$ cat config.mk
export PLATFORM = sky130hd
export DESIGN_NAME = ready_queue_fifo_sjf_select
export DESIGN_NICKNAME = d
export VERILOG_FILES = /design/src/rtl/rqfs_pkg.sv /design/src/rtl/rqfs_cell.sv /design/src/rtl/ready_queue_fifo_sjf_select.sv
export SDC_FILE = /design/constraint.sdc
export NUM_CORES = 1
export LEC_CHECK = 0
export ABC_AREA = 1
export BUFFER_PORTS_ARGS = -buffer_cell sky130_fd_sc_hd__buf_2
export CAP_MARGIN = 10
export CORE_MARGIN = 2
export CORE_UTILIZATION = 43
export DETAILED_ROUTE_END_ITERATION = 8
export PLACE_DENSITY = 0.69
export SLEW_MARGIN = 20
export SYNTH_ARGS = -nofsm -noshare
export SYNTH_HDL_FRONTEND = slang
export SYNTH_SLANG_ARGS = --single-unit
$ cat constraint.sdc
create_clock -name aclk -period 5.3 [get_ports aclk]
set_clock_uncertainty 0.05 [all_clocks]
set_input_delay 1.06 -clock aclk [delete_from_list [all_inputs] [get_ports aclk]]
set_output_delay 1.06 -clock aclk [all_outputs]
set_load 0.005 [all_outputs]
$ cat src/rtl/rqfs_pkg.sv
// rqfs_pkg: shared types and constants for the ready queue scheduler.
// Holds field widths, policy and mode codes, the cell command and running-minimum structs and the FSM state type.
// No dependencies.
package rqfs_pkg;

    localparam int ID_W          = 8;
    localparam int TIME_W        = 16;
    localparam int DEPTH_DEFAULT = 16;
    localparam int ALG_W         = 2;
    localparam int S_DATA_W      = 24;
    localparam int M_DATA_W      = 32;

    // request kinds carried on s_tuser
    localparam logic MODE_PUSH = 1'b0;
    localparam logic MODE_PICK = 1'b1;

    // pick policies
    localparam logic [ALG_W-1:0] POL_FIFO = 2'd0;
    localparam logic [ALG_W-1:0] POL_SJF  = 2'd1;
    localparam logic [ALG_W-1:0] POL_RR   = 2'd2;
    localparam logic [ALG_W-1:0] POL_SRT  = 2'd3;

    // command broadcast to every cell
    typedef struct packed {
        logic              push;
        logic              pop;
        logic [ID_W-1:0]   id;
        logic [TIME_W-1:0] rtime;
    } cell_cmd_t;

    // running minimum handed from cell to cell
    typedef struct packed {
        logic              found;
        logic [ID_W-1:0]   id;
        logic [TIME_W-1:0] rtime;
    } best_t;

    typedef enum logic [1:0] {
        ST_IDLE,
        ST_SCAN,
        ST_APPLY,
        ST_REPORT
    } state_t;

endpackage

$ cat src/rtl/rqfs_cell.sv
// rqfs_cell: one queue slot of the ready queue chain.
// Holds one entry, closes up from its right neighbor on removal, and forwards a registered minimum.
// Depends on rqfs_pkg.
module rqfs_cell
    import rqfs_pkg::*;
#(
    parameter int IDX_W = 4
) (
    input  logic              aclk,
    input  logic              aresetn,
    input  logic [IDX_W-1:0]  cell_idx,
    input  cell_cmd_t         cmd,
    input  logic [IDX_W-1:0]  pop_idx,
    input  logic              prev_valid,
    input  logic              next_valid,
    input  logic [ID_W-1:0]   next_id,
    input  logic [TIME_W-1:0] next_time,
    input  best_t             best_in,
    input  logic [IDX_W-1:0]  best_idx_in,
    output logic              valid,
    output logic [ID_W-1:0]   id,
    output logic [TIME_W-1:0] rtime,
    output best_t             best_out,
    output logic [IDX_W-1:0]  best_idx_out
);

    logic              valid_reg, valid_next;
    logic [ID_W-1:0]   id_reg, id_next;
    logic [TIME_W-1:0] time_reg, time_next;
    best_t             best_reg, best_next;
    logic [IDX_W-1:0]  best_idx_reg, best_idx_next;

    // slot update: close up on removal at or left of us, fill if we are the first free slot
    always_comb begin
        valid_next = valid_reg;
        id_next    = id_reg;
        time_next  = time_reg;
        if (cmd.pop && (cell_idx >= pop_idx)) begin
            valid_next = next_valid;
            id_next    = next_id;
            time_next  = next_time;
        end else if (cmd.push && !valid_reg && prev_valid) begin
            valid_next = 1'b1;
            id_next    = cmd.id;
            time_next  = cmd.rtime;
        end
    end

    // minimum wave: strict less keeps the earliest arrival on ties
    always_comb begin
        if (valid_reg && (!best_in.found || (time_reg < best_in.rtime))) begin
            best_next     = '{found: 1'b1, id: id_reg, rtime: time_reg};
            best_idx_next = cell_idx;
        end else begin
            best_next     = best_in;
            best_idx_next = best_idx_in;
        end
    end

    always_ff @(posedge aclk) begin
        if (!aresetn) begin
            valid_reg      <= 1'b0;
            best_reg.found <= 1'b0;
        end else begin
            valid_reg      <= valid_next;
            best_reg.found <= best_next.found;
        end
    end

    always_ff @(posedge aclk) begin
        id_reg         <= id_next;
        time_reg       <= time_next;
        best_reg.id    <= best_next.id;
        best_reg.rtime <= best_next.rtime;
        best_idx_reg   <= best_idx_next;
    end

    assign valid        = valid_reg;
    assign id           = id_reg;
    assign rtime        = time_reg;
    assign best_out     = best_reg;
    assign best_idx_out = best_idx_reg;

endmodule

$ cat src/rtl/ready_queue_fifo_sjf_select.sv
// ready_queue_fifo_sjf_select: top level of the ready queue scheduler.
// Instantiates a chain of rqfs_cell slots and holds the request sequencer.
// Depends on rqfs_pkg and rqfs_cell.
//
// Usage:
//   Slave stream (s_*): one request per transfer. s_tuser is the mode
//   (0 push, 1 pick); s_tdata carries process_id and the remaining run time.
//   Master stream (m_*): one result per request with the grant, the chosen
//   entry, the reject flag and the empty/full status after the request.
//   cfg_wr_en/cfg_wr_data write the pick policy (0 FIFO, 1 SJF, 2 RR, 3 SRT);
//   write it only while no request is in flight.
//   Timing: a push, or a pick under FIFO or round robin, passes through the
//   apply and report states before m_tvalid rises. A pick under SJF or SRT
//   first scans: the minimum travels through the cell chain one slot per cycle.
//   One request is in flight at a time; s_tready is high only while idle, so
//   no request is taken until the previous result is registered for output.
//   Reset empties the queue (slot contents are left as they are) and selects
//   FIFO. While m_tready is low the finished result is held in the output
//   register and the next request waits at its report step.
module ready_queue_fifo_sjf_select
    import rqfs_pkg::*;
#(
    parameter int DEPTH = DEPTH_DEFAULT
) (
    input  logic                aclk,
    input  logic                aresetn,
    // configuration
    input  logic                cfg_wr_en,
    input  logic [ALG_W-1:0]    cfg_wr_data,    // algorithm
    // request stream
    input  logic                s_tvalid,
    output logic                s_tready,
    input  logic [S_DATA_W-1:0] s_tdata,        // [7:0] process_id, [23:8] run_time
    input  logic                s_tuser,        // mode
    // result stream
    output logic                m_tvalid,
    input  logic                m_tready,
    output logic [M_DATA_W-1:0] m_tdata         // [0] granted, [8:1] granted_id,
                                                // [24:9] granted_time, [25] push_rejected,
                                                // [26] queue_empty, [27] queue_full, rest 0
);

    localparam int IDX_W = $clog2(DEPTH);
    localparam int CNT_W = $clog2(DEPTH + 1);

    // cell chain signals
    logic [DEPTH-1:0]  valid_vec;
    logic [ID_W-1:0]   id_arr       [DEPTH];
    logic [TIME_W-1:0] time_arr     [DEPTH];
    best_t             best_arr     [DEPTH];
    logic [IDX_W-1:0]  best_idx_arr [DEPTH];

    cell_cmd_t         cmd;
    logic [IDX_W-1:0]  pop_idx;

    // control state
    state_t            state_reg, state_next;
    logic [CNT_W-1:0]  cnt_reg, cnt_next;
    logic [ALG_W-1:0]  alg_reg;
    logic              req_mode_reg;
    logic [ID_W-1:0]   req_id_reg;
    logic [TIME_W-1:0] req_time_reg;
    logic              res_granted_reg, res_granted_next;
    logic [ID_W-1:0]   res_id_reg, res_id_next;
    logic [TIME_W-1:0] res_time_reg, res_time_next;
    logic              res_rej_reg, res_rej_next;
    logic              m_tvalid_reg, m_tvalid_next;
    logic [M_DATA_W-1:0] m_tdata_reg, m_tdata_next;

    logic              by_time;
    logic              s_accept;

    assign by_time  = (alg_reg == POL_SJF) || (alg_reg == POL_SRT);
    assign s_tready = (state_reg == ST_IDLE);
    assign s_accept = s_tvalid && s_tready;

    // cell chain
    for (genvar g = 0; g < DEPTH; g++) begin : g_cell
        logic              prev_v;
        logic              nxt_v;
        logic [ID_W-1:0]   nxt_id;
        logic [TIME_W-1:0] nxt_time;
        best_t             b_in;
        logic [IDX_W-1:0]  b_idx_in;

        if (g == 0) begin : g_head
            assign prev_v   = 1'b1;
            assign b_in     = '0;
            assign b_idx_in = '0;
        end else begin : g_body
            assign prev_v   = valid_vec[g-1];
            assign b_in     = best_arr[g-1];
            assign b_idx_in = best_idx_arr[g-1];
        end

        if (g == DEPTH - 1) begin : g_tail
            assign nxt_v    = 1'b0;
            assign nxt_id   = '0;
            assign nxt_time = '0;
        end else begin : g_mid
            assign nxt_v    = valid_vec[g+1];
            assign nxt_id   = id_arr[g+1];
            assign nxt_time = time_arr[g+1];
        end

        rqfs_cell #(
            .IDX_W (IDX_W)
        ) u_cell (
            .aclk         (aclk),
            .aresetn      (aresetn),
            .cell_idx     (IDX_W'(g)),
            .cmd          (cmd),
            .pop_idx      (pop_idx),
            .prev_valid   (prev_v),
            .next_valid   (nxt_v),
            .next_id      (nxt_id),
            .next_time    (nxt_time),
            .best_in      (b_in),
            .best_idx_in  (b_idx_in),
            .valid        (valid_vec[g]),
            .id           (id_arr[g]),
            .rtime        (time_arr[g]),
            .best_out     (best_arr[g]),
            .best_idx_out (best_idx_arr[g])
        );
    end

    // configuration register
    always_ff @(posedge aclk) begin
        if (!aresetn) begin
            alg_reg <= POL_FIFO;
        end else if (cfg_wr_en) begin
            alg_reg <= cfg_wr_data;
        end
    end

    // request capture
    always_ff @(posedge aclk) begin
        if (s_accept) begin
            req_mode_reg <= s_tuser;
            req_id_reg   <= s_tdata[ID_W-1:0];
            req_time_reg <= s_tdata[ID_W +: TIME_W];
        end
    end

    // sequencer: next state, cell command and result
    always_comb begin
        state_next       = state_reg;
        cnt_next         = cnt_reg;
        res_granted_next = res_granted_reg;
        res_id_next      = res_id_reg;
        res_time_next    = res_time_reg;
        res_rej_next     = res_rej_reg;
        m_tdata_next     = m_tdata_reg;
        m_tvalid_next    = m_tvalid_reg && !m_tready;
        cmd              = '{push: 1'b0, pop: 1'b0, id: req_id_reg, rtime: req_time_reg};
        pop_idx          = by_time ? best_idx_arr[DEPTH-1] : '0;

        unique case (state_reg)
            ST_IDLE: begin
                cnt_next = '0;
                if (s_accept) begin
                    state_next = ((s_tuser == MODE_PICK) && by_time) ? ST_SCAN : ST_APPLY;
                end
            end
            ST_SCAN: begin
                cnt_next = cnt_reg + 1'b1;
                if (cnt_reg == CNT_W'(DEPTH - 1)) begin
                    state_next = ST_APPLY;
                end
            end
            ST_APPLY: begin
                if (req_mode_reg == MODE_PUSH) begin
                    cmd.push         = 1'b1;
                    res_granted_next = 1'b0;
                    res_id_next      = '0;
                    res_time_next    = '0;
                    res_rej_next     = valid_vec[DEPTH-1];
                end else begin
                    cmd.pop          = valid_vec[0];
                    res_granted_next = valid_vec[0];
                    res_rej_next     = 1'b0;
                    if (!valid_vec[0]) begin
                        res_id_next   = '0;
                        res_time_next = '0;
                    end else if (by_time) begin
                        res_id_next   = best_arr[DEPTH-1].id;
                        res_time_next = best_arr[DEPTH-1].rtime;
                    end else begin
                        res_id_next   = id_arr[0];
                        res_time_next = time_arr[0];
                    end
                end
                state_next = ST_REPORT;
            end
            ST_REPORT: begin
                // status reflects the queue after the update
                if (!m_tvalid_reg || m_tready) begin
                    m_tvalid_next = 1'b1;
                    m_tdata_next  = {4'b0000, valid_vec[DEPTH-1], !valid_vec[0],
                                     res_rej_reg, res_time_reg, res_id_reg,
                                     res_granted_reg};
                    state_next    = ST_IDLE;
                end
            end
            default: state_next = ST_IDLE;
        endcase
    end

    always_ff @(posedge aclk) begin
        if (!aresetn) begin
            state_reg    <= ST_IDLE;
            cnt_reg      <= '0;
            m_tvalid_reg <= 1'b0;
        end else begin
            state_reg    <= state_next;
            cnt_reg      <= cnt_next;
            m_tvalid_reg <= m_tvalid_next;
        end
    end

    always_ff @(posedge aclk) begin
        res_granted_reg <= res_granted_next;
        res_id_reg      <= res_id_next;
        res_time_reg    <= res_time_next;
        res_rej_reg     <= res_rej_next;
        m_tdata_reg     <= m_tdata_next;
    end

    assign m_tvalid = m_tvalid_reg;
    assign m_tdata  = m_tdata_reg;

    // occupied slots always form a run starting at the head
    a_valid_contiguous: assert property (@(posedge aclk) disable iff (!aresetn)
        ((valid_vec & (valid_vec + 1'b1)) == '0))
        else $error("queue slots are not contiguous");

    // a time-ordered grant never exceeds the head entry's time
    a_min_not_above_head: assert property (@(posedge aclk) disable iff (!aresetn)
        (state_reg == ST_APPLY && req_mode_reg == MODE_PICK && by_time && valid_vec[0])
        |-> (best_arr[DEPTH-1].found && best_arr[DEPTH-1].rtime <= time_arr[0]))
        else $error("minimum search returned a larger time than the head");

    // a result reported into an empty output register carries consistent flags
    a_report_flags: assert property (@(posedge aclk) disable iff (!aresetn)
        (state_reg == ST_REPORT && !m_tvalid_reg)
        |=> (m_tvalid && !(m_tdata[26] && m_tdata[27]) && !(m_tdata[0] && m_tdata[25])))
        else $error("inconsistent result flags");

endmodule

==> out/qor.csv, run 1 <==
metric;value;unit
TritonCTS clock tree;built;
Simple-Gate Fraction of Synth Area;20.0;%
WP depth;11;
Residual DRC;0;
Post-synth EDFFs;439;
Seq/Total Area, Yosys;57.9;%
Static Leakage;18.7;nW
Worst Tran Pin Value;1230;ps
Critical Path Start Type;flip-flop;
synthesized area per cell;8.99;sq um
Warnings, synthesis;0;
Clk Latency, worst-skew pair;670;ps
final setup violation count;0;
CTS Hold Bufs;0;
Synth Cell Area;40000;sq um
Synth Instances;4446;
H-tree depth;3;
Die Wd;309;microns
Cell variety after synth;37;
Synth Flop Type;dfxtp_1;
std cell rows;111;
Int Power;0.0151;W
Starting Density;43.5;%
GP Congestion;0.840;
post-synthesis register bit count;936;
Area Growth Syn to Fin;11.9;%
die area;95400;sq um
initial antenna violation count;1;
Max Cap Viol;0;
maximum VDD drop;0.278;mV
CP Max Fanout;53;
Adder-Cell Fraction of Synth Area;7.23;%
reg-to-reg setup timing slack;1460;ps
Hold WC Path Type;flip-flop to flip-flop;
largest family of logic cells by synthesized area;simple AND/OR/NAND/NOR gates;
GR met3 Demand/Resource;3.08;%
Critical Path Sink;g_cell[1].u_cell.rtime[4]$_DFFE_PP_;
Synth Area in Compound Gates;8.47;%
Slew headroom;17.9;%
Req. time, crit path;5610;ps
fin nets;4693;
clock transition at the registers of the reported paths;60;ps
post-layout min period;3840;ps
core area;91900;sq um
unrepaired setup endpoints after global routing;false;
critical path data arrival time;4140;ps
IO buf count;60;
Top Usage Layer GRT;met2;
Sink Count;936;
Via Count;29600;
reg2reg start;state_reg[0]$_SDFFE_PN0P_;
Switching Share;31.7;%
max reg flops;399;
Num CTS Buffers;93;
number of antenna cells inserted;0;
share of cells above drive strength 1;6.96;%
I/O pin total;66;
Clk network pwr share;31.2;%
critical path class;flip-flop to flip-flop;
Top delay family on crit path;buffers and inverters;
Psw;0.00700;W
setup tns final;0;ps
Resized cells post-CTS;0;
CP endpoint kind;flip-flop;
slowest CP cell;nand2_2;
final hold violation count;0;
Final Max Tran Viols;0;
r2r worst-path depth;11;
crit share post-route;72.4;%
Gate power share;21.7;%
hpwl dp;69700;microns
grt ovf;0;
GR Util All Layers;21.8;%
register share of total power;47.1;%
met1 Track Usage GR;29.5;%
post-route ant nets;0;
met2 Track Usage GR;35.3;%
CP startpoint;state_reg[0]$_SDFFE_PN0P_;
CP max stage delay;600;ps
worst path bufs/invs;6;
DIE HEIGHT;309;microns
DR iter-0 viols;2775;
Min Hold Slack;344;ps
power after layout;0.0221;W
crit path cell chain;inv_1, ha_1, buf_4, inv_2, nor2_8, inv_4, nor2_8, buf_4, nand2_2, o31ai_4, buf_6;
post-CTS setup buffer count;0;
Avg Vias per Cell;5.14;
fmax;261;MHz
Post-Synth XOR/XNOR Area;0;%
multiplexer share of the synthesized area;0;%
first-pass GRT wire length;162000;microns
CTS max path bufs;3;
power density over the cells;493;nW/um^2
wirelength, routed;103000;microns
drt pass-1 iters;6;
vias in the first global route;28200;
RR Endpoint;g_cell[1].u_cell.rtime[4]$_DFFE_PP_;
CTS root buf;clkbuf_16;
status;finished, final reports clean;
WL per Instance;18.0;microns
largest net degree at the start of global routing;54;
share of flip-flops with an asynchronous set or reset;0;%
==> metrics by stage <==
step	instance area, sq um	util [%]	setup slack [ps]	std cells
floorplan	40000	-	1170	4449
global placement	41400	45.0	1560	5572
detailed placement	41500	45.1	1470	5575
CTS	44700	48.6	1450	5751
global route	44800	48.7	1120	5754
finish	44800	48.7	1460	5754
==> metal layers <==
layer  vias up  share of wire [%]
li1      14600                  -
met1     13800                 44
met2       938                 46
met3       216                6.6
met4         0                4.0
met5         -                  0
==> cell families after synthesis <==
logic type / count (synthesis)
AOI/OAI and AO/OA: 644
and+or+nand+nor: 1971
buffers and inverters: 663
adders and majority gates: 231
DFF: 936
other: 1
==> cell type report <==
| class | count | area [sq um] |
|---|---|---|
| timing repair buffer | 114 | 748 |
| clock inverter | 55 | 591 |
| multi-input combinational | 2850 | 14400 |
| tap | 1243 | 1560 |
| clock buffer | 121 | 2650 |
| inverter | 435 | 1640 |
| sequential | 936 | 23100 |
| fill | 8414 | 47200 |
==> cells in the mapped netlist (2+ instances only) <==
cell | instances | area [sq um]
o21ai_0 | 278 | 1390
a31oi_4 | 2 | 42.5
buf_4 | 6 | 45.0
ha_1 | 231 | 2890
a21oi_2 | 2 | 17.5
edfxtp_1 | 439 | 13200
buf_2 | 62 | 310
o21a_1 | 9 | 67.6
dfxtp_1 | 497 | 9950
a31oi_1 | 14 | 87.6
clkbuf_1 | 158 | 593
nand3_1 | 395 | 1980
a211oi_1 | 2 | 15.0
a31o_2 | 3 | 26.3
o21ai_1 | 10 | 50.1
inv_1 | 428 | 1610
nand2_1 | 1326 | 4980
nor2_1 | 225 | 845
buf_1 | 2 | 7.51
nor2_8 | 3 | 60.1
nand2_2 | 2 | 12.5
inv_2 | 6 | 22.5
nor3_1 | 14 | 70.1
nor2_2 | 3 | 18.8
a21oi_1 | 300 | 1500
a21boi_0 | 11 | 82.6
o31ai_1 | 8 | 60.1
==> worst min path at each step <==
| stage | from | endpoint | slack, ps | depth (start not counted) |
|---|---|---|---|---|
| detailed placement | g_cell[12].u_cell.best_idx_out[3]$_SDFF_PP1_ | g_cell[13].u_cell.best_idx_out[3]$_SDFF_PP1_ | 350 | 2 |
| CTS | g_cell[14].u_cell.best_idx_out[2]$_SDFF_PP1_ | g_cell[15].u_cell.best_idx_out[2]$_SDFF_PP1_ | 350 | 2 |
| global placement | g_cell[12].u_cell.best_idx_out[2]$_SDFF_PP1_ | g_cell[13].u_cell.best_idx_out[2]$_SDFF_PP1_ | 340 | 2 |
| global route | res_id_reg[4]$_SDFFCE_PN0P_ | m_tdata[5]$_DFFE_PP_ | 380 | 0 |
| finish | g_cell[14].u_cell.best_idx_out[2]$_SDFF_PP1_ | g_cell[15].u_cell.best_idx_out[2]$_SDFF_PP1_ | 340 | 2 |
| floorplan | g_cell[4].u_cell.best_idx_out[0]$_SDFF_PP0_ | g_cell[5].u_cell.best_idx_out[0]$_SDFF_PP1_ | 340 | 2 |
==> power groups by stage <==
stage | Combinational [W] | Clock [W] | Sequential (W)
after floorplan | 0.00333 | 0 | 0.0101
after global placement | 0.00451 | 0 | 0.0105
after detailed placement | 0.00471 | 0 | 0.0105
after CTS | 0.00477 | 0.00698 | 0.0104
after global routing | 0.00552 | 0.00726 | 0.0106
final | 0.00479 | 0.00689 | 0.0104
==> worst register-to-register path: stages, from the launching register on <==
cell and delay (ps):
dfxtp_1 340, inv_1 90, ha_1 150, buf_4 370, inv_2 160, nor2_8 310, inv_4 240, nor2_8 130
buf_4 420, nand2_2 610, o31ai_4 380, buf_6 280
==> layout by cell type (no fill, tap or decap), types with 3 or more instances in the layout <==
cell type,n
buf_2,60
clkbuf_1,11
nand2_2,3
clkbuf_16,97
clkinv_2,21
a21oi_1,299
clkinv_1,9
conb_1,4
clkbuf_8,13
inv_1,424
nand2_1,1325
a31oi_1,14
o21ai_1,9
nand3_1,395
a21boi_0,11
bufinv_16,9
o21ai_0,277
o21a_1,9
a31o_2,3
buf_4,48
dfxtp_1,496
edfxtp_1,439
clkinv_8,3
buf_6,4
nor2_8,3
nor2_1,225
clkinvlp_4,11
nor2_2,3
inv_2,8
nor3_1,13
ha_1,231
a31oi_4,3
o31ai_4,8
No activity file was read; power rests on OpenSTA's default activity.
==> run 2: changes to the inputs <==
--- a/config.mk
+++ b/config.mk
@@ -11,7 +11,7 @@
 export CORE_MARGIN = 2
 export CORE_UTILIZATION = 43
 export DETAILED_ROUTE_END_ITERATION = 8
-export PLACE_DENSITY = 0.69
+export PLACE_DENSITY = 0.71
 export SLEW_MARGIN = 20
 export SYNTH_ARGS = -nofsm -noshare
 export SYNTH_HDL_FRONTEND = slang
==> constraint.sdc (replaced) <==
create_clock -name aclk -period 3.23 [get_ports aclk]
set_clock_uncertainty 0.05 [all_clocks]
set_input_delay 0.646 -clock aclk [delete_from_list [all_inputs] [get_ports aclk]]
set_output_delay 0.646 -clock aclk [all_outputs]
set_load 0.005 [all_outputs]
==> run 2 against run 1 <==
Wire length fell by 0.46%. Register-to-register slack got worse by 1200 ps. Sequential power up 64%. Cell area increased by 0.57%. Global-route usage is 0.22 points lower. Die area did not move. Via count is 1.6% higher. Worst hold slack worse by 240 ps. Clock-buffer cell count grew 15. Combinational power up 64%. Clock power up 64%. Final cell count rose by 0.78%. Largest cell class unchanged. Largest power group unchanged.
==> out/qor.csv, run 2 (same netlist as run 1, synthesis figures left out) <==
metric;value;unit
post-CTS setup buffer count;0;
max reg flops;399;
crit share post-route;90.5;%
post-route ant nets;0;
critical path class;flip-flop to flip-flop;
Avg Vias per Cell;5.18;
TritonCTS clock tree;built;
power after layout;0.0363;W
register share of total power;47.1;%
Psw;0.0114;W
CTS root buf;clkbuf_16;
drt pass-1 iters;6;
Num CTS Buffers;95;
Static Leakage;18.9;nW
commonest non-fill, non-tap cell in the layout;nand2_1;
CP Max Fanout;54;
WL per Instance;17.7;microns
placed cell count;5615;
DR iter-0 viols;3121;
Via Count;30100;
clock transition at the registers of the reported paths;60;ps
Gate power share;21.7;%
Hold WC Path Type;input port to flip-flop;
share of cells above drive strength 1;7.47;%
Clk Latency, worst-skew pair;670;ps
area occupied by multi-input gates;14400;sq um
DIE HEIGHT;309;microns
I/O pin total;66;
Final Max Tran Viols;0;
storage element area;23100;sq um
largest net degree at the start of global routing;55;
power density over the cells;806;nW/um^2
CP startpoint;state_reg[0]$_SDFFE_PN0P_;
Residual DRC;0;
vias in the first global route;28300;
Clk network pwr share;31.2;%
die area;95400;sq um
fin nets;4734;
wirelength, routed;103000;microns
Max Cap Viol;0;
CP endpoint kind;flip-flop;
Hold Crit Start;s_tdata[1];
Req. time, crit path;3460;ps
Worst Tran Pin Value;1110;ps
Resized cells post-CTS;0;
hpwl dp;71600;microns
CTS max path bufs;3;
Sink Count;936;
core area;91900;sq um
Int Power;0.0249;W
Critical Path Start Type;flip-flop;
Min Hold Slack;107;ps
final non-filler cell total;5799;
GR Util All Layers;21.6;%
reg2reg start;state_reg[0]$_SDFFE_PN0P_;
unrepaired setup endpoints after global routing;false;
IO buf count;60;
Switching Share;31.5;%
fmax;342;MHz
post-layout min period;2920;ps
critical path data arrival time;3150;ps
Layout fillers;8389;
Slew headroom;25.6;%
H-tree depth;3;
Area Growth Syn to Fin;12.6;%
final hold violation count;0;
maximum VDD drop;0.389;mV
grt ovf;0;
first-pass GRT wire length;160000;microns
Starting Density;43.5;%
initial antenna violation count;1;
commonest non-fill, non-tap cells in the layout;nand2_1, dfxtp_1, edfxtp_1;
status;finished, final reports clean;
final setup violation count;0;
std cell rows;111;
CTS Hold Bufs;0;
Die Wd;309;microns
GP Congestion;0.852;
## run 2: changes by cell type in the layout (fill, tap and decap cells not counted), sizes merged
cell / delta
clkbuf: +15
inv: +3
clkinv: -5
buf: +39
diode: +2
clkinvlp: -9
## run 2: path summary, 6_finish.rpt
kind         slack [ps]  cells after the start                                      endpoint
max                 310                     10          g_cell[2].u_cell.rtime[12]$_DFFE_PP_
max reg2reg         310                     10          g_cell[2].u_cell.rtime[12]$_DFFE_PP_
min reg2reg         350                      2  g_cell[10].u_cell.best_idx_out[1]$_SDFF_PP1_
min                 110                      1                       req_id_reg[1]$_DFFE_PP_
## run 2: per-layer routing
| metal | share of wire, % | GRT usage [%] | up-vias |
|---|---|---|---|
| li1 | - | - | 14600 |
| met1 | 44 | 30.3 | 14000 |
| met2 | 45 | 33.9 | 1178 |
| met3 | 8.0 | 3.42 | 197 |
| met4 | 3.3 | 7.70 | 0 |
| met5 | 0 | 0 | - |
## run 2: final cells by class
class | instances | area share [%]
multi-input combinational | 2850 | 32.1
clock inverter | 44 | 1.10
sequential | 936 | 51.4
timing repair buffer | 153 | 2.27
clock buffer | 136 | 6.06
tap | 1243 | 3.46
antenna | 2 | 0.0111
inverter | 435 | 3.64
## run 2: worst max-delay path: stages, from the launching register on
cell and delay, ps:
dfxtp_1 340, inv_1 90, ha_1 270, inv_2 110
nor2_8 140, inv_4 50, nor2_8 460, inv_2 120
nor2_2 120, a31oi_1 60, inv_1 690
## run 2: power by group through the flow
stage	Sequential, W	Clock (W)	Combinational [W]
finish	0.0171	0.0113	0.00787
global route	0.0173	0.0119	0.00904
CTS	0.0171	0.0114	0.00785
detailed placement	0.0173	0	0.00774
global placement	0.0173	0	0.00741
floorplan	0.0166	0	0.00547
## run 2: through the flow
stage	setup slack, ps	utilization [%]	setup TNS (ps)	area (sq um)
2_1_floorplan	-163	-	-31010	40000
5_1_grt	67.6	48.9	0	45000
4_1_cts	273	48.9	0	45000
3_5_place_dp	303	45.4	0	41800
3_3_place_gp	339	45.4	0	41700
6_report	307	48.9	0	45000
